==> config.mk <==
export PLATFORM = sky130hd
export DESIGN_NAME = unique_id_circular_queue_core
export DESIGN_NICKNAME = d
export VERILOG_FILES = /design/src/rtl/uidq_pkg.sv /design/src/rtl/uidq_ram.sv /design/src/rtl/uidq_front.sv /design/src/rtl/uidq_back.sv /design/src/rtl/unique_id_circular_queue_core.sv
export VERILOG_INCLUDE_DIRS = /design/src /design/src/rtl
export SDC_FILE = /design/constraint.sdc
export NUM_CORES = 1
export LEC_CHECK = 0
export ABC_AREA = 1
export BUFFER_PORTS_ARGS = -buffer_cell sky130_fd_sc_hd__buf_4
export CORE_UTILIZATION = 25
export CTS_BUF_LIST = sky130_fd_sc_hd__clkbuf_16
export DETAILED_ROUTE_END_ITERATION = 10
export SETUP_SLACK_MARGIN = 0.05
export SLEW_MARGIN = 20
export SYNTH_ARGS = -nofsm -noshare
export SYNTH_HDL_FRONTEND = slang
export SYNTH_SLANG_ARGS = --single-unit
==> constraint.sdc <==
create_clock -name clock -period 4.4 [get_ports clock]
set_clock_uncertainty 0.2 [all_clocks]
set_input_delay 0.22 -clock clock [delete_from_list [all_inputs] [get_ports clock]]
set_output_delay 0.22 -clock clock [all_outputs]
set_load 0.01 [all_outputs]
==> src/rtl/unique_id_circular_queue_core_assert.svh <==
// Assertion macros used by the ticket queue core.
`ifndef UNIQUE_ID_CIRCULAR_QUEUE_CORE_ASSERT_SVH
`define UNIQUE_ID_CIRCULAR_QUEUE_CORE_ASSERT_SVH
`ifndef ASSERT_OFF
`define UIDQ_ASSERT(label, clk, rst, prop) \
   label: assert property (@(posedge clk) disable iff (rst) prop) \
      else $error("ticket queue assertion failed");
`define UIDQ_ASSERT_NEVER(label, clk, rst, cond) \
   label: assert property (@(posedge clk) disable iff (rst) !(cond)) \
      else $error("ticket queue forbidden condition seen");
`else
`define UIDQ_ASSERT(label, clk, rst, prop)
`define UIDQ_ASSERT_NEVER(label, clk, rst, cond)
`endif
`endif

==> src/rtl/uidq_pkg.sv <==
// Types and constants of the ticket queue.
package uidq_pkg;

   localparam int FUNC_BITS     = 2;
   localparam int TICKET_BITS   = 16;
   localparam int STATUS_BITS   = 2;
   localparam int REQ_DATA_BITS = 24;
   localparam int RSP_DATA_BITS = 24;

   typedef enum logic [FUNC_BITS-1:0] {
      FUNC_JOIN  = 2'd0,
      FUNC_SERVE = 2'd1,
      FUNC_LIST  = 2'd2
   } func_type;

   typedef enum logic [STATUS_BITS-1:0] {
      STATUS_OK    = 2'd0,
      STATUS_FULL  = 2'd1,
      STATUS_DUP   = 2'd2,
      STATUS_EMPTY = 2'd3
   } status_type;

   typedef enum logic [1:0] {
      BACK_IDLE,
      BACK_SCAN,
      BACK_SERVE,
      BACK_LIST
   } back_state_type;

   typedef struct packed {
      func_type               func;
      logic [TICKET_BITS-1:0] ticket_id;
   } cmd_type;

   typedef struct packed {
      status_type             status;
      logic [TICKET_BITS-1:0] out_id;
      logic                   last;
   } result_type;

endpackage

==> src/rtl/uidq_ram.sv <==
// Generic single-write, single-read RAM with registered read data.
module uidq_ram #(
   parameter int WIDTH = 16,
   parameter int DEPTH = 8
) (
   input  logic                     clock,
   input  logic                     wr_en,
   input  logic [$clog2(DEPTH)-1:0] wr_addr,
   input  logic [WIDTH-1:0]         wr_data,
   input  logic                     rd_en,
   input  logic [$clog2(DEPTH)-1:0] rd_addr,
   output logic [WIDTH-1:0]         rd_data
);
   logic [WIDTH-1:0] mem_ff [DEPTH];
   logic [WIDTH-1:0] rd_data_ff;

   always_ff @(posedge clock) begin
      if (wr_en) begin
         mem_ff[wr_addr] <= wr_data;
      end
      if (rd_en) begin
         rd_data_ff <= mem_ff[rd_addr];
      end
   end

   assign rd_data = rd_data_ff;
endmodule

==> src/rtl/uidq_front.sv <==
// Request front end: accepts requests, drops unused codes, and queues commands.
module uidq_front (
   input  logic                                   clock,
   input  logic                                   reset,
   input  logic                                   req_tvalid,
   output logic                                   req_tready,
   input  logic [uidq_pkg::REQ_DATA_BITS-1:0]     req_tdata,
   output logic                                   cmd_valid,
   output uidq_pkg::cmd_type                      cmd,
   input  logic                                   cmd_pop
);
   import uidq_pkg::*;

   cmd_type    slot_ff [2];
   logic       wr_ptr_ff, wr_ptr_in;
   logic       rd_ptr_ff, rd_ptr_in;
   logic [1:0] count_ff, count_in;
   cmd_type    req_cmd;
   logic       known_func;
   logic       push;

   assign req_cmd.func      = func_type'(req_tdata[FUNC_BITS-1:0]);
   assign req_cmd.ticket_id = req_tdata[FUNC_BITS +: TICKET_BITS];
   assign known_func = (req_cmd.func == FUNC_JOIN) || (req_cmd.func == FUNC_SERVE) ||
                       (req_cmd.func == FUNC_LIST);

   assign req_tready = (count_ff != 2'd2);
   assign push       = req_tvalid && req_tready && known_func;
   assign cmd_valid  = (count_ff != 2'd0);
   assign cmd        = slot_ff[rd_ptr_ff];

   always_comb begin
      wr_ptr_in = push ? !wr_ptr_ff : wr_ptr_ff;
      rd_ptr_in = cmd_pop ? !rd_ptr_ff : rd_ptr_ff;
      count_in  = count_ff + {1'b0, push} - {1'b0, cmd_pop};
   end

   always_ff @(posedge clock) begin
      if (reset) begin
         wr_ptr_ff <= 1'b0;
         rd_ptr_ff <= 1'b0;
         count_ff  <= 2'd0;
      end else begin
         wr_ptr_ff <= wr_ptr_in;
         rd_ptr_ff <= rd_ptr_in;
         count_ff  <= count_in;
      end
   end

   always_ff @(posedge clock) begin
      if (push) begin
         slot_ff[wr_ptr_ff] <= req_cmd;
      end
   end
endmodule

==> src/rtl/uidq_back.sv <==
// Command back end: ring pointers, duplicate scan, serve and list sequencing.
module uidq_back #(
   parameter int SLOTS   = 8,
   parameter int ID_BITS = 16
) (
   input  logic                   clock,
   input  logic                   reset,
   input  logic                   cmd_valid,
   input  uidq_pkg::cmd_type      cmd,
   output logic                   cmd_pop,
   output logic                   res_valid,
   output uidq_pkg::result_type   res,
   input  logic                   res_ready
);
   import uidq_pkg::*;

   localparam int PTR_BITS = $clog2(SLOTS);
   localparam logic [PTR_BITS-1:0] LAST_SLOT = PTR_BITS'(SLOTS - 1);

   back_state_type      state_ff, state_in;
   logic [PTR_BITS-1:0] head_ff, head_in;
   logic [PTR_BITS-1:0] tail_ff, tail_in;
   logic [PTR_BITS-1:0] scan_ff, scan_in;
   logic [ID_BITS-1:0]  key_ff, key_in;
   logic [PTR_BITS-1:0] head_next, tail_next, scan_next;
   logic                is_empty, is_full, scan_at_tail, key_match;
   logic [ID_BITS-1:0]  cmd_key;
   logic                wr_en, rd_en;
   logic [PTR_BITS-1:0] rd_addr;
   logic [ID_BITS-1:0]  wr_data, rd_data;

   assign head_next    = (head_ff == LAST_SLOT) ? '0 : head_ff + PTR_BITS'(1);
   assign tail_next    = (tail_ff == LAST_SLOT) ? '0 : tail_ff + PTR_BITS'(1);
   assign scan_next    = (scan_ff == LAST_SLOT) ? '0 : scan_ff + PTR_BITS'(1);
   assign is_empty     = (head_ff == tail_ff);
   assign is_full      = (tail_next == head_ff);
   assign scan_at_tail = (scan_ff == tail_ff);
   assign cmd_key      = ID_BITS'(cmd.ticket_id);
   assign key_match    = (rd_data == key_ff);

   uidq_ram #(
      .WIDTH (ID_BITS),
      .DEPTH (SLOTS)
   ) u_entries (
      .clock   (clock),
      .wr_en   (wr_en),
      .wr_addr (tail_next),
      .wr_data (wr_data),
      .rd_en   (rd_en),
      .rd_addr (rd_addr),
      .rd_data (rd_data)
   );

   always_comb begin
      state_in = state_ff;
      case (state_ff)
         BACK_IDLE: begin
            if (cmd_valid && res_ready && !is_empty) begin
               case (cmd.func)
                  FUNC_JOIN:  state_in = is_full ? BACK_IDLE : BACK_SCAN;
                  FUNC_SERVE: state_in = BACK_SERVE;
                  FUNC_LIST:  state_in = BACK_LIST;
                  default:    state_in = BACK_IDLE;
               endcase
            end
         end
         BACK_SCAN: begin
            if (res_ready && (key_match || scan_at_tail)) begin
               state_in = BACK_IDLE;
            end
         end
         BACK_SERVE: begin
            if (res_ready) begin
               state_in = BACK_IDLE;
            end
         end
         BACK_LIST: begin
            if (res_ready && scan_at_tail) begin
               state_in = BACK_IDLE;
            end
         end
         default: state_in = BACK_IDLE;
      endcase
   end

   always_comb begin
      cmd_pop   = 1'b0;
      res_valid = 1'b0;
      res       = '0;
      rd_en     = 1'b0;
      rd_addr   = scan_ff;
      wr_en     = 1'b0;
      wr_data   = key_ff;
      head_in   = head_ff;
      tail_in   = tail_ff;
      scan_in   = scan_ff;
      key_in    = key_ff;
      case (state_ff)
         BACK_IDLE: begin
            if (cmd_valid && res_ready) begin
               cmd_pop = 1'b1;
               case (cmd.func)
                  FUNC_JOIN: begin
                     if (is_full) begin
                        res_valid  = 1'b1;
                        res.status = STATUS_FULL;
                        res.last   = 1'b1;
                     end else if (is_empty) begin
                        wr_en      = 1'b1;
                        wr_data    = cmd_key;
                        tail_in    = tail_next;
                        res_valid  = 1'b1;
                        res.status = STATUS_OK;
                        res.last   = 1'b1;
                     end else begin
                        key_in  = cmd_key;
                        scan_in = head_next;
                        rd_en   = 1'b1;
                        rd_addr = head_next;
                     end
                  end
                  FUNC_SERVE, FUNC_LIST: begin
                     if (is_empty) begin
                        res_valid  = 1'b1;
                        res.status = STATUS_EMPTY;
                        res.last   = 1'b1;
                     end else begin
                        scan_in = head_next;
                        rd_en   = 1'b1;
                        rd_addr = head_next;
                     end
                  end
                  default: cmd_pop = 1'b1;
               endcase
            end
         end
         BACK_SCAN: begin
            if (res_ready) begin
               if (key_match) begin
                  res_valid  = 1'b1;
                  res.status = STATUS_DUP;
                  res.last   = 1'b1;
               end else if (scan_at_tail) begin
                  wr_en      = 1'b1;
                  tail_in    = tail_next;
                  res_valid  = 1'b1;
                  res.status = STATUS_OK;
                  res.last   = 1'b1;
               end else begin
                  scan_in = scan_next;
                  rd_en   = 1'b1;
                  rd_addr = scan_next;
               end
            end
         end
         BACK_SERVE: begin
            if (res_ready) begin
               head_in    = head_next;
               res_valid  = 1'b1;
               res.status = STATUS_OK;
               res.out_id = TICKET_BITS'(rd_data);
               res.last   = 1'b1;
            end
         end
         BACK_LIST: begin
            if (res_ready) begin
               res_valid  = 1'b1;
               res.status = STATUS_OK;
               res.out_id = TICKET_BITS'(rd_data);
               res.last   = scan_at_tail;
               if (!scan_at_tail) begin
                  scan_in = scan_next;
                  rd_en   = 1'b1;
                  rd_addr = scan_next;
               end
            end
         end
         default: res = '0;
      endcase
   end

   always_ff @(posedge clock) begin
      if (reset) begin
         state_ff <= BACK_IDLE;
         head_ff  <= '0;
         tail_ff  <= '0;
      end else begin
         state_ff <= state_in;
         head_ff  <= head_in;
         tail_ff  <= tail_in;
      end
   end

   always_ff @(posedge clock) begin
      scan_ff <= scan_in;
      key_ff  <= key_in;
   end
endmodule

==> src/rtl/unique_id_circular_queue_core.sv <==
// Ticket queue core: a ring of waiting ids with duplicate rejection.
//
// Requests arrive on the req_ stream: func 0 joins ticket_id at the tail, func 1 serves
// the head, func 2 lists all waiting ids oldest first, func 3 is dropped without a
// response. Responses leave on the rsp_ stream with a status and an id, and rsp_tlast
// marks the final response of each request. At most SLOTS-1 ids wait at once.
// A two-entry command queue decouples request intake from execution, so requests are
// taken while a response waits in the output register.
// A join that finds the ring full or empty, and any request on an empty ring, passes
// the command queue and is answered straight into the output register. A serve first
// reads the oldest entry from the entry RAM. A join with waiting ids reads one stored
// entry per cycle through the entry RAM's single read port while the output is not
// stalled. A list emits one id per cycle while not stalled, after its first read.
// Reset clears the pointers, the command queue and the output valid flag; the ring is
// empty afterward and ready at once.
// When the receiver holds rsp_tready low, the response is held and execution pauses;
// the command queue then fills and req_tready falls.
module unique_id_circular_queue_core #(
   parameter int SLOTS   = 8,
   parameter int ID_BITS = 16
) (
   input  logic                                clock,
   input  logic                                reset,
   input  logic                                req_tvalid,
   output logic                                req_tready,
   // func [1:0], ticket_id [17:2], zero pad [23:18]
   input  logic [uidq_pkg::REQ_DATA_BITS-1:0]  req_tdata,
   output logic                                rsp_tvalid,
   input  logic                                rsp_tready,
   // status [1:0], out_id [17:2], zero pad [23:18]
   output logic [uidq_pkg::RSP_DATA_BITS-1:0]  rsp_tdata,
   output logic                                rsp_tlast
);
   import uidq_pkg::*;

`include "unique_id_circular_queue_core_assert.svh"

   logic       cmd_valid, cmd_pop;
   cmd_type    cmd;
   logic       res_valid, res_ready;
   result_type res;
   logic       rsp_valid_ff, rsp_valid_in;
   result_type rsp_ff;

   uidq_front u_front (
      .clock      (clock),
      .reset      (reset),
      .req_tvalid (req_tvalid),
      .req_tready (req_tready),
      .req_tdata  (req_tdata),
      .cmd_valid  (cmd_valid),
      .cmd        (cmd),
      .cmd_pop    (cmd_pop)
   );

   uidq_back #(
      .SLOTS   (SLOTS),
      .ID_BITS (ID_BITS)
   ) u_back (
      .clock     (clock),
      .reset     (reset),
      .cmd_valid (cmd_valid),
      .cmd       (cmd),
      .cmd_pop   (cmd_pop),
      .res_valid (res_valid),
      .res       (res),
      .res_ready (res_ready)
   );

   assign res_ready    = !rsp_valid_ff || rsp_tready;
   assign rsp_valid_in = res_valid || (rsp_valid_ff && !rsp_tready);

   always_ff @(posedge clock) begin
      if (reset) begin
         rsp_valid_ff <= 1'b0;
      end else begin
         rsp_valid_ff <= rsp_valid_in;
      end
   end

   always_ff @(posedge clock) begin
      if (res_valid) begin
         rsp_ff <= res;
      end
   end

   assign rsp_tvalid = rsp_valid_ff;
   assign rsp_tdata  = {(RSP_DATA_BITS - STATUS_BITS - TICKET_BITS)'(0),
                        rsp_ff.out_id, rsp_ff.status};
   assign rsp_tlast  = rsp_ff.last;

   `UIDQ_ASSERT(a_res_into_free_slot, clock, reset, res_valid |-> res_ready)
   `UIDQ_ASSERT(a_pop_only_when_queued, clock, reset, cmd_pop |-> cmd_valid)
   `UIDQ_ASSERT_NEVER(a_no_bad_final, clock, reset,
      rsp_tvalid && (rsp_ff.status != STATUS_OK) && (!rsp_tlast || (rsp_ff.out_id != '0)))
endmodule
* After elaboration in Yosys (flattened, before gate mapping)
Memories as Yosys holds them, arrays and structs flattened. A register that Yosys moved wholly into a read port is not among the register bits. Index checks and enable logic that the tools add are counted.
Operators by class: equal/unequal tests 26, mux-type cells 75, reductions and logical operators 28, $add $sub $neg 5, bitwise operators 2
Operators by type and width (number):
- 16-bit two-way mux | 5
- 3-bit two-way mux | 17
- 17-bit two-way mux | 2
- 16-bit case mux with 2 select lines | 1
- 1-bit two-way mux | 29
- 16-bit equality test | 1
- 2-bit two-way mux | 8
- 2-bit by 1-bit != test with 1-bit output (second input constant) | 8
- 2-bit case mux with 4 select lines | 2
- 3-bit case mux with 2 select lines | 2
- 3-bit by 1-bit adder with 3-bit output (second input constant) | 3
- 3-bit equality test | 3
- 3-bit equality test (second input constant) | 3
- 3-bit case mux with 3 select lines | 1
- 2-bit equality test (second input constant) | 4
- 2-bit != test (second input constant) | 4
- 8-bit AND reduction | 1
- 1-bit logical AND | 7
- 2-bit by 1-bit equality test with 1-bit output (second input constant) | 3
- 2-bit zero test | 3
- 1-bit case mux with 2 select lines | 3
- 1-bit case mux with 3 select lines | 2
- 2-bit case mux with 3 select lines | 1
- 1-bit zero test | 5
- other kinds (11) | 18
Word-level totals: input bits 28, flip-flop bits (word level) 51, RAM bits 164, word-level logic and storage cells 150, output and inout port bits 27, memories 2
Memory list:
- u_back.u_entries.mem_ff | depth 8, width 16, read ports 1, clocked after Yosys merged registers in 1, write ports 1, RTL line uidq_ram.sv:14 | logic [WIDTH-1:0] mem_ff [DEPTH];
- u_front.slot_ff | depth 2, width 18, read ports 1, clocked after Yosys merged registers in 1, write ports 1, RTL line uidq_front.sv:14 | cmd_type slot_ff [2];

* Longest topological paths before layout
Gate-level depths: netlist of the first run.
word-level depth 9, mapped depth 20, depth with buffers taken out 18

* Hierarchy
A second synthesis of the first run with hierarchy kept.
Second synthesis, totals: cell total of the unflattened synthesis 1054, area, all modules 10667.7 um^2
By module, submodules not included:
- uidq_ram | instances 1, cells each 587, area each 6149.6 um^2, sequential area each 4324.1 um^2
- uidq_back | instances 1, cells each 348, area each 2270.9 um^2, sequential area each 700.7 um^2
- uidq_front | instances 1, cells each 88, area each 1585.3 um^2, sequential area each 1181.1 um^2
- unique_id_circular_queue_core | instances 1, cells each 31, area each 661.9 um^2, sequential area each 590.6 um^2

* Worst setup path before layout of the first run
OpenSTA, ideal clock, no wires.
kind register to register, from reg u_back.tail_ff[0], to mem u_back.u_entries.mem_ff[2][0] (enable), data arrival time 3042 ps, required time 3791 ps, period minus slack after synthesis 3651 ps, path slack 749 ps, setup time 409 ps, cell stages (with the launch flop) 14, path buffers 0, cells stage by stage dfxtp_1 -> ha_1 -> ha_1 -> inv_2 -> nand2_1 -> nand2_1 -> nor2_2 -> nand2_2 -> nand2_4 -> nor3_2 -> a31oi_1 -> nor2_1 -> inv_1 -> nor3_1
Between the ends: longest elaborated chain between the ends 9, elaborated cells between the ends (all ways) 16, those cells by class 1 x add/sub; 4 x eq/ne; 11 x mux
RTL lines:
- from (decl) | RTL line uidq_back.sv:22 | logic [PTR_BITS-1:0] tail_ff, tail_in;
- from (signal assigned) | RTL line uidq_back.sv:190 | tail_ff <= tail_in;
- 3-bit by 1-bit adder with 3-bit output or 3-bit equality test (tied branches) | RTL line uidq_back.sv:33 | assign tail_next = (tail_ff == LAST_SLOT) ? '0 : tail_ff + PTR_BITS'(1);
- 3-bit two-way mux | RTL line uidq_back.sv:33
- 3-bit equality test | RTL line uidq_back.sv:36 | assign is_full = (tail_next == head_ff);
- 1-bit two-way mux | RTL line uidq_back.sv:104 | if (is_full) begin
- 1-bit two-way mux | RTL line uidq_back.sv:102 | case (cmd.func)
- 1-bit two-way mux | RTL line uidq_back.sv:100 | if (cmd_valid && res_ready) begin
- 1-bit case mux with 2 select lines | RTL line uidq_back.sv:98 | case (state_ff)
- 1-bit two-way mux | RTL line uidq_ram.sv:18 | if (wr_en) begin
- 1-bit two-way mux (implied by the code) | RTL line uidq_ram.sv:19 | mem_ff[wr_addr] <= wr_data;
- to (decl) | RTL line uidq_ram.sv:14
Several ways; a longest one is shown, not always the timed one.

* Worst setup path in the final report of the first run
from reg u_back.tail_ff[0], to reg u_back.u_entries.rd_data_ff[13], in the netlist u_back.u_entries.rd_data[13] (read register of u_back.u_entries.mem_ff), data pin
Between the ends: longest elaborated chain between the ends 7, elaborated cells between the ends (all ways) 24, those cells by class 1 x add/sub; 4 x eq/ne; 19 x mux
RTL lines:
- 3-bit by 1-bit adder with 3-bit output or 3-bit equality test (tied branches) | RTL line uidq_back.sv:33
- 3-bit two-way mux | RTL line uidq_back.sv:33
- 3-bit equality test | RTL line uidq_back.sv:36
- 3-bit two-way mux or 1-bit two-way mux (tied branches)
- 3-bit case mux with 2 select lines or 1-bit case mux with 2 select lines (tied branches) | RTL line uidq_back.sv:102
- 3-bit two-way mux or 1-bit two-way mux (tied branches) | RTL line uidq_back.sv:100
- 3-bit case mux with 3 select lines or 1-bit case mux with 3 select lines (tied branches) | RTL line uidq_back.sv:98
- to (decl) | RTL line uidq_ram.sv:15 | logic [WIDTH-1:0] rd_data_ff;
Several ways; a longest one is shown, not always the timed one. A chain may end at the register's enable or synchronous reset.

==> results.md, run 1 <==
- Post-Syn Area: 10,100 sq um
- Die Ht: 203 um
- Leak Pwr: 4.56 nW
- Worst Setup End Kind: register
- Max cap viols: 0
- Insertion delay to the later sink of the worst-skew pair: 0.54 ns
- Synth Instances: 901
- Top cell type's share of synthesized area: 64.0%
- Row cnt: 73
- Critical setup path kind: reg -> reg
- Share of cells above drive strength 1: 14.5%
- Top cells by area, synth: edfxtp_1 (64%), nand3_1 (8.6%), nand2_1 (8.1%)
- Root buffer cell: clkbuf_16
- Die W: 203 um
- First-pass DRT Iterations: 5
- EDFF count, synth: 215
- Crit path DAT: 3.74 ns
- Setup crit start kind: register
- Worst EP required: 4.50 ns
- Initial cell density of the core: 25.4%
- Die ar.: 41,100 sq um
- Worst Tran Pin Value: 1.02 ns
- Grt ovf: 0
- Gp weighted congestion: 0.828
- Num ports: 55
- CTS Buf Count: 22
- FMAX: 0.274 GHz
- Fin crit period: 3.64 ns
- Setup-failing EPs final: 0
- Vias in the first global route: 6,504
- DRC Markers: 0
- CTS Buffer Depth: 3
- CP dominant cell by count: nand2_1
- Register Area: 6800 sq um
- Status: completed
- Worst IR Drop VDD: 0.533 mV
- Hold Vio Cnt, Final: 0
- Setup TNS Final: 0 ns
- Diodes inserted: 0
- Dpl hpwl: 14,000 um
- CP peak stage delay: 0.57 ns
- R2R setup slack: 0.76 ns
- Final worst-path cycle share: 82.8%
- Slew Limit Fails: 0
- Tot Pwr: 9.71 mW
- Initial antenna violation count: 0
- Routed vias/inst: 4.46
- Seq cells post-synth: 232
- Largest net degree at the start of global routing: 35
- Slowest CP cell: nand2_2
- Clock sinks: 232
- R2r worst-path depth: 17
- Post-CTS setup buffer count: 0
- CP cell instances: ha_1, ha_1, inv_2, nand2_1, nand2_1, nor2_2, nand2_2, nand2_4, nand2_4, nand2_1, nand2_1, a21oi_2, nand2_1, nand2_2, nand3_1, nand3_1, nand2_1
- Post-synthesis async set-or-reset flop share: 0%
- Setup slack at placement: 0.796 ns
- Hold path depth: 2
- Crit path max fanout: 32
- Core Region: 39,700 sq um
- Count of different cell masters after synthesis: 44
- Final wirelength: 22,800 um
- Antenna viol nets, final: 0
- GRT Overall Usage: 11.1%
- Area grow syn2layout: 18.0%
- Synth warn: 0
- Fin worst setup slack: 0.756 ns
- Htree depth: 1
- Worst Hold Class: in -> reg
- CTS tree: done
- Dominant synthesized flop cell: edfxtp_1
- Drt wl/cell: 15.1 um
- Detailed-route via count: 6,733
- Yosys top cell by area: edfxtp_1
- First-pass GRT wire length: 35,700 um
- Worst-path clk slew: 0.06 ns
- Fillcell total: 4,033
- Multi-input gate area: 2810 sq um
- Seq/Total Area, Yosys: 67.4%
- Relative slew slack: 31.7%
- Average cell area after synthesis: 11.2 sq um
- 1st-iter DRT viols: 454
- # port buffers: 42
- Nets: 1,010
- PwrDens: 817 nW/um^2
- RSZ-0062 raised after global routing: no
==> worst max-delay path: cells and delay by family, from the launching register on <==
family	cells	cell delay [ns]
buf+inv	1	0.15
simple gates	13	1.79
fa+ha+maj	2	0.69
flops	1	0.38
compound gates	1	0.19
==> synth_stat cells, types with 3 or more instances <==
| master | number |
|---|---|
| nor3_1 | 10 |
| nand4_1 | 7 |
| dfxtp_1 | 17 |
| clkbuf_1 | 12 |
| a21oi_1 | 8 |
| mux2_2 | 16 |
| o21ai_0 | 28 |
| nand3_1 | 174 |
| inv_2 | 8 |
| buf_6 | 7 |
| nand3_2 | 3 |
| inv_1 | 66 |
| ha_1 | 10 |
| nand2_2 | 3 |
| buf_4 | 11 |
| buf_2 | 11 |
| edfxtp_1 | 215 |
| nor2_1 | 46 |
| nand2_1 | 217 |
==> stage by stage <==
| step | cells | hold slack [ns] | instance area (sq um) | utilization (%) |
|---|---|---|---|---|
| 6_report | 1510 | 0.212 | 11900 | 29.9 |
| 5_1_grt | 1510 | 0.196 | 11900 | 29.9 |
| 4_1_cts | 1510 | 0.188 | 11900 | 29.9 |
| 3_5_place_dp | 1453 | 0.207 | 11000 | 27.8 |
| 3_3_place_gp | 1453 | 0.205 | 11000 | 27.8 |
| 2_1_floorplan | 906 | 0.0894 | 10100 | - |
==> cells by family (layout without fill, tap and decap cells) <==
group / after synthesis / in the layout / share of synthesized area (%)
simple gates: 469 / 469 / 20.6
flops: 232 / 232 / 67.4
buf+inv: 117 / 196 / 5.44
compound gates: 51 / 51 / 2.99
mux: 16 / 16 / 1.79
fa+ha+maj: 10 / 10 / 1.24
xor+xnor: 5 / 5 / 0.509
other cells: 1 / 6 / 0.0372
==> sequential cells by signal (all words and copies together), names as in the netlist, named ones only <==
signal,count
u_back.u_entries.mem_ff,128
u_front.slot_ff,36
rsp_tdata,18
u_back.key_ff,16
u_back.state_ff,2
u_front.wr_ptr_ff,1
rsp_tvalid,1
u_front.count_ff,2
u_front.rd_ptr_ff,1
u_back.scan_ff,3
rsp_tlast,1
u_back.head_ff,3
u_back.tail_ff,3
u_back.u_entries.rd_data,16
==> metal layers <==
metal | GRT usage, % | share of wire, %
met5 | 0 | 0
met4 | 2.20 | 1.7
met1 | 15.2 | 46
met3 | 2.13 | 6.0
met2 | 18.2 | 46
==> where the power goes <==
| part | switching (mW) | internal, mW |
|---|---|---|
| Combinational | 3.20 | 1.47 |
| Sequential | 0.182 | 3.09 |
| Clock | 0.801 | 0.970 |
| Total | 4.18 | 5.53 |
==> final timing paths <==
kind,startpoint,endpoint
hold reg to reg,u_front.count_ff[1],u_front.count_ff[1]
setup / recovery,u_back.tail_ff[0],u_back.u_entries.rd_data[13]
setup reg to reg,u_back.tail_ff[0],u_back.u_entries.rd_data[13]
hold / removal,req_tdata[8],u_front.slot_ff[1][6]
==> layout by cell type (no fill, tap or decap), types with 2 or more instances in the layout <==
cell type and n:
edfxtp_1 215, xnor2_1 2, mux2_2 16, dlygate4sd3_1 20
clkinv_1 5, conb_1 6, nand3_1 174, nand4_1 7
inv_1 71, nand2_2 4, nor2_2 2, xor2_1 2
clkbuf_16 22, nor2_1 46, dfxtp_1 17, a211oi_1 2
ha_1 10, clkinv_2 3, nand2_1 216, o21ai_0 28
a21oi_1 8, nand2_4 2, nand3_2 3, a21oi_2 2
inv_2 8, a31oi_1 2, nor3_2 9, buf_4 65
==> final cells by class <==
cell class / instances / area share [%]
Clock buffer: 22 / 4.63
Clock inverter: 15 / 0.947
Inverter: 74 / 2.34
Multi-Input combinational cell: 557 / 23.6
Sequential cell: 232 / 57.1
Tap cell: 525 / 5.52
Timing Repair Buffer: 85 / 5.79
==> what timing repair did <==
item                       in CTS  in global routing
setup endpoints to repair       0                  0
gates resized for setup         0                  0
hold buffers                   20                  0
hold endpoints to repair       44                  0
Power figures use the tool's default switching activity.
==> inputs of run 2 (changes only) <==
==> constraint.sdc (replaced) <==
create_clock -name clock -period 3.57 [get_ports clock]
set_clock_uncertainty 0.2 [all_clocks]
set_input_delay 0.1785 -clock clock [delete_from_list [all_inputs] [get_ports clock]]
set_output_delay 0.1785 -clock clock [all_outputs]
set_load 0.01 [all_outputs]
==> run 2 against run 1 <==
Effect of this change:
- final cell count grew 0.46%
- fmax grew 12%
- non-clock buffer count grew 3
- sequential share of layout area shrank 0.81 points
- global-route usage shrank 0.30 points
- die area is the same
- critical endpoint is now u_back.u_entries.mem_ff[1][5]
==> results.md, run 2 (synthesized netlist as in run 1, its figures left out) <==
- Final worst-path cycle share: 91.4% (was 82.8%)
- Crit path DAT: 3.24 ns (was 3.74 ns)
- Relative slew slack: 31.5% (was 31.7%)
- Crit path max fanout: 32 (unchanged)
- Worst Setup End Kind: register (unchanged)
- Final wirelength: 22,600 um (was 22,800 um)
- Status: completed (unchanged)
- FMAX: 0.306 GHz (was 0.274 GHz)
- Worst IR Drop VDD: 0.604 mV (was 0.533 mV)
- Vias in the first global route: 6,500 (was 6,504)
- Setup crit start kind: register (unchanged)
- Die W: 203 um (unchanged)
- Initial cell density of the core: 25.4% (unchanged)
- Area grow syn2layout: 19.6% (was 18.0%)
- PwrDens: 1030 nW/um^2 (was 817 nW/um^2)
- Clock sinks: 232 (unchanged)
- Slew Limit Fails: 0 (unchanged)
- Die Ht: 203 um (unchanged)
- Largest register FFs: 128 (unchanged)
- Slowest CP cell: o21ai_0 (was nand2_2)
- # port buffers: 42 (unchanged)
- Finished Core Util: 30.4% (was 29.9%)
- Htree depth: 1 (unchanged)
- Commonest non-fill, non-tap cell in the layout: nand2_1 (unchanged)
- CP dominant cell by count: nand2_1 (unchanged)
- DRC Markers: 0 (unchanged)
- Worst Hold Class: in -> reg (unchanged)
- CTS tree: done (unchanged)
- GRT Overall Usage: 10.8% (was 11.1%)
- Drt wl/cell: 14.9 um (was 15.1 um)
- Sequential Power Share: 32.3% (was 33.7%)
- RSZ-0062 raised after global routing: no (unchanged)
- Core Region: 39,700 sq um (unchanged)
- CTS Buffer Depth: 3 (unchanged)
- Switching share of power: 42.0% (was 43.1%)
- Most frequent cells in the layout: nand2_1 (216), edfxtp_1 (215), nand3_1 (174), inv_1 (72), buf_4 (63) (was nand2_1 (216), edfxtp_1 (215), nand3_1 (174), inv_1 (71), buf_4 (65))
- Critical setup path kind: reg -> reg (unchanged)
- 1st-iter DRT viols: 367 (was 454)
- Routed vias/inst: 4.40 (was 4.46)
- Largest net degree at the start of global routing: 65 (was 35)
- Diodes inserted: 0 (unchanged)
- First-pass DRT Iterations: 5 (unchanged)
- CP peak stage delay: 0.80 ns (was 0.57 ns)
- Total internal power: 7.22 mW (was 5.53 mW)
- WHS: 0.188 ns (was 0.212 ns)
- Post-route insts no fill: 1,517 (was 1,510)
- Grt ovf: 0 (unchanged)
- Insertion delay to the later sink of the worst-skew pair: 0.52 ns (was 0.54 ns)
- Detailed-route via count: 6,675 (was 6,733)
- NetSw: 5.22 mW (was 4.18 mW)
- Root buffer cell: clkbuf_16 (unchanged)
- Initial antenna violation count: 0 (unchanged)
- Largest register by flop count: u_back.u_entries.mem_ff (unchanged)
- Tot Pwr: 12.4 mW (was 9.71 mW)
- Worst Tran Pin Value: 1.02 ns (about the same)
- Leak Pwr: 4.64 nW (was 4.56 nW)
- Comb pwr share: 48.4% (was 48.1%)
- Worst EP required: 3.55 ns (was 4.50 ns)
- Die ar.: 41,100 sq um (unchanged)
- Share of cells above drive strength 1: 15.2% (was 14.5%)
- Setup-failing EPs final: 0 (unchanged)
- CTS Buf Count: 23 (was 22)
- Fin crit period: 3.26 ns (was 3.64 ns)
- Post-CTS setup buffer count: 0 (unchanged)
- First-pass GRT wire length: 35,200 um (was 35,700 um)
- CP cell instances: ha_1, ha_2, inv_2, nand2_1, nand2_1, nor2_2, nand2_2, nand2_4, nor3_4, buf_12, o21ai_0 (was ha_1, ha_1, inv_2, nand2_1, nand2_1, nor2_2, nand2_2, nand2_4, nand2_4, nand2_1, nand2_1, a21oi_2, nand2_1, nand2_2, nand3_1, nand3_1, nand2_1)
- Setup TNS Final: 0 ns (unchanged)
- Clock share of power: 19.2% (was 18.2%)
- Gp weighted congestion: 0.842 (was 0.828)
- Hold Vio Cnt, Final: 0 (unchanged)
- Placed cells: 1,456 (was 1,453)
- Nets: 1,014 (was 1,010)
- Num ports: 55 (unchanged)
- Row cnt: 73 (unchanged)
- Max cap viols: 0 (unchanged)
- Worst-path clk slew: 0.06 ns (about the same)
- R2R setup slack: 0.31 ns (was 0.76 ns)
- Dpl hpwl: 13,700 um (was 14,000 um)
- Antenna viol nets, final: 0 (unchanged)
run 2: per-layer routing:
layer  share of wire [%]  wire [um]  up-vias  global-route usage (%)
li1                    -          -     3273                       -
met1                  45      10200     3203                    14.7
met2                  48      10900      159                    18.0
met3                 4.6       1040       40                    1.62
met4                 2.0        441        0                    2.66
met5                   0          0        -                       0
run 2: final timing paths:
path,startpoint,to,cells past startpoint
worst max-delay path,u_back.tail_ff[0],u_back.u_entries.mem_ff[1][5],11
worst max register to register,u_back.tail_ff[0],u_back.u_entries.mem_ff[1][5],11
worst min register to register,u_front.count_ff[1],u_front.count_ff[1],1
worst min-delay path,req_tdata[15],u_front.slot_ff[1][13],2
run 2: through the flow:
step	cell area [sq um]	setup WS (ns)
after floorplan	10100	-0.0808
after global placement	11100	0.291
after detailed placement	11100	0.258
after CTS	12100	0.234
after global routing	12100	0.117
final	12100	0.307
run 2: final cells by class:
type	instances	area (sq um)
fill	4021	27700
sequential	232	6800
multi-input combinational	557	2810
timing repair buffer	88	773
tap	525	657
clock buffer	23	576
inverter	74	278
clock inverter	18	170
run 2: what timing repair did:
| action | CTS | global route |
|---|---|---|
| gates resized for setup | 0 | 1 |
| endpoints found under the hold margin | 50 | 0 |
| endpoints found under the setup margin | 0 | 57 |
| hold buffers | 20 | 0 |
run 2: critical path: cells and delay by family (launching register included):
kind            cells  cell delay (ns)
simple gates        6             0.59
compound gates      1             0.80
flops               1             0.37
buf+inv             2             0.29
fa+ha+maj           2             0.65
run 2: power by group through the flow:
| stage | sequential (mW) | clock [mW] | combinational [mW] |
|---|---|---|---|
| after CTS | 4.03 | 2.45 | 6.08 |
| after global routing | 4.06 | 2.56 | 6.76 |
| after floorplan | 4.07 | 0 | 4.30 |
| after global placement | 4.07 | 0 | 5.93 |
| after detailed placement | 4.08 | 0 | 6.04 |
| final | 4.02 | 2.39 | 6.03 |
==> inputs of run 3 (changes only) <==
--- a/config.mk
+++ b/config.mk
@@ -8,7 +8,7 @@
 export LEC_CHECK = 0
 export ABC_AREA = 1
 export BUFFER_PORTS_ARGS = -buffer_cell sky130_fd_sc_hd__buf_4
-export CORE_UTILIZATION = 25
+export CORE_UTILIZATION = 40
 export CTS_BUF_LIST = sky130_fd_sc_hd__clkbuf_16
 export DETAILED_ROUTE_END_ITERATION = 10
 export SETUP_SLACK_MARGIN = 0.05
==> run 3 against run 2 <==
Effect of this change:
- setup slack lost 0.036 ns
- sequential share of layout area is essentially flat
- via count grew 0.72%
- utilization grew 19 points
- count of clock-buffer cells in the layout grew 2
- non-clock buffer count grew 9
- final cell count shrank 12%
- highest routed layer unchanged
- global-route usage grew 6.7 points
- critical path depth grew 7
==> results.md, run 3 (synthesized netlist as in run 1, its figures left out) <==
- Status: completed (unchanged)
- Worst Tran Pin Value: 0.921 ns (was 1.02 ns)
- Share of cells above drive strength 1: 16.5% (was 15.2%)
- Die Ht: 161 um (was 203 um)
- Final wirelength: 22,300 um (was 22,600 um)
- RSZ-0062 raised after global routing: no (unchanged)
- Core Region: 24,500 sq um (was 39,700 sq um)
- Vias in the first global route: 6,628 (was 6,500)
- Gp weighted congestion: 0.859 (was 0.842)
- CTS Buf Count: 25 (was 23)
- Final worst-path cycle share: 92.4% (was 91.4%)
- Die ar.: 25,800 sq um (was 41,100 sq um)
- Root buffer cell: clkbuf_16 (unchanged)
- First-pass GRT wire length: 35,200 um (about the same)
- Crit path DAT: 3.36 ns (was 3.24 ns)
- Largest net degree at the start of global routing: 46 (was 65)
- Diodes inserted: 0 (unchanged)
- Setup-failing EPs final: 0 (unchanged)
- Fillcell total: 2,210 (was 4,021)
- Dpl hpwl: 13,900 um (was 13,700 um)
- Row cnt: 57 (was 73)
- Nets: 1,025 (was 1,014)
- Slew Limit Fails: 0 (unchanged)
- Routed vias/inst: 5.06 (was 4.40)
- Most frequent cells in the layout: nand2_1 (216), edfxtp_1 (215), nand3_1 (174), buf_4 (71), inv_1 (68) (was nand2_1 (216), edfxtp_1 (215), nand3_1 (174), inv_1 (72), buf_4 (63))
- CTS tree: done (unchanged)
- DRC Markers: 0 (unchanged)
- Post-route insts no fill: 1,328 (was 1,517)
- Max cap viols: 0 (unchanged)
- Critical setup path kind: reg -> reg (unchanged)
- Detailed-route via count: 6,723 (was 6,675)
- Crit path max fanout: 32 (unchanged)
- Clock sinks: 232 (unchanged)
- Setup crit start kind: register (unchanged)
- Worst EP required: 3.64 ns (was 3.55 ns)
- # port buffers: 42 (unchanged)
- Htree depth: 1 (unchanged)
- Num ports: 55 (unchanged)
- Insertion delay to the later sink of the worst-skew pair: 0.53 ns (was 0.52 ns)
- Largest register FFs: 128 (unchanged)
- Finished Core Util: 49.1% (was 30.4%)
- 1st-iter DRT viols: 546 (was 367)
- Area grow syn2layout: 19.5% (was 19.6%)
- Worst Setup End Kind: register (unchanged)
- DP Area: 10,900 sq um (was 11,100 sq um)
- Worst Hold Class: in -> reg (unchanged)
- R2R setup slack: 0.27 ns (was 0.31 ns)
- Fin area: 12,100 sq um (about the same)
- Commonest non-fill, non-tap cell in the layout: nand2_1 (unchanged)
- Initial antenna violation count: 0 (unchanged)
- Drt wl/cell: 16.8 um (was 14.9 um)
- First-pass DRT Iterations: 5 (unchanged)
- Grt ovf: 0 (unchanged)
- CTS Buffer Depth: 3 (unchanged)
- Largest register by flop count: u_back.u_entries.mem_ff (unchanged)
- WHS: 0.170 ns (was 0.188 ns)
- Antenna viol nets, final: 0 (unchanged)
- Placed cells: 1,264 (was 1,456)
- Post-CTS setup buffer count: 0 (unchanged)
- GRT Overall Usage: 17.5% (was 10.8%)
- Die W: 161 um (was 203 um)
- Fin crit period: 3.30 ns (was 3.26 ns)
- Relative slew slack: 38.0% (was 31.5%)
- Initial cell density of the core: 41.1% (was 25.4%)
- FMAX: 0.303 GHz (was 0.306 GHz)
- Worst-path clk slew: 0.06 ns (about the same)
- Hold Vio Cnt, Final: 0 (unchanged)
[run 3: changes by cell type in the layout (fill, tap and decap cells not counted)]
cell / delta
a31oi_2: +1
buf_4: +8
ha_1: +1
clkinv_1: +1
clkbuf_16: +2
inv_1: -4
inv_6: +2
a31oi_1: -1
clkinv_2: -2
buf_6: +1
bufinv_16: +4
ha_2: -1
[run 3: per-stage QoR]
stage	TNS (ns)	setup WS, ns
detailed placement	0	0.253
floorplan	-8.83	-0.0808
finish	0	0.271
CTS	0	0.240
global placement	0	0.323
global route	0	0.0825
[run 3: worst max-delay path, cell delays in order, from the launching register on]
cell	delay, ns
dfxtp_1	0.37
ha_1	0.23
ha_1	0.47
inv_2	0.15
nand2_1	0.09
nand2_1	0.06
nor2_2	0.18
nand2_2	0.09
nand2_4	0.11
nand2_4	0.07
nand2_1	0.07
nand2_1	0.07
a21oi_2	0.19
nand2_1	0.08
nand2_2	0.08
buf_12	0.20
nand3_1	0.11
nand3_1	0.10
nand2_1	0.10
[run 3: path summary, 6_finish.rpt]
| path | start | to | cells past startpoint |
|---|---|---|---|
| setup / recovery | u_back.tail_ff[0] | u_back.u_entries.rd_data[3] | 18 |
| setup reg to reg | u_back.tail_ff[0] | u_back.u_entries.rd_data[3] | 18 |
| hold reg to reg | u_front.count_ff[1] | u_front.count_ff[1] | 1 |
| hold / removal | req_tdata[12] | u_front.slot_ff[0][10] | 2 |
[run 3: timing repair]
action                                  CTS  global route
hold endpoints to repair                 50             0
gates resized for setup                   0             2
endpoints found under the setup margin    0             7
hold buffers                             20             0
[run 3: cell type report]
cell class	instances	area, sq um	share of cell area [%]
clock buffer	25	626	5.19
clock inverter	19	287	2.38
inverter	74	278	2.30
multi-input combinational	557	2820	23.4
sequential	232	6800	56.4
tap	324	405	3.36
timing repair buffer	97	845	7.01
[run 3: per-layer routing]
| metal | share of wire, % | global-route usage (%) | up-vias |
|---|---|---|---|
| met5 | 0 | 0 | - |
| met4 | 1.8 | 3.60 | 0 |
| met3 | 4.6 | 2.56 | 27 |
| met2 | 49 | 30.5 | 153 |
| met1 | 44 | 23.2 | 3250 |
| li1 | - | - | 3293 |
Power of run 3 is not shown: default switching activity piles up to over one toggle a cycle in this logic, so the estimate is an artifact.
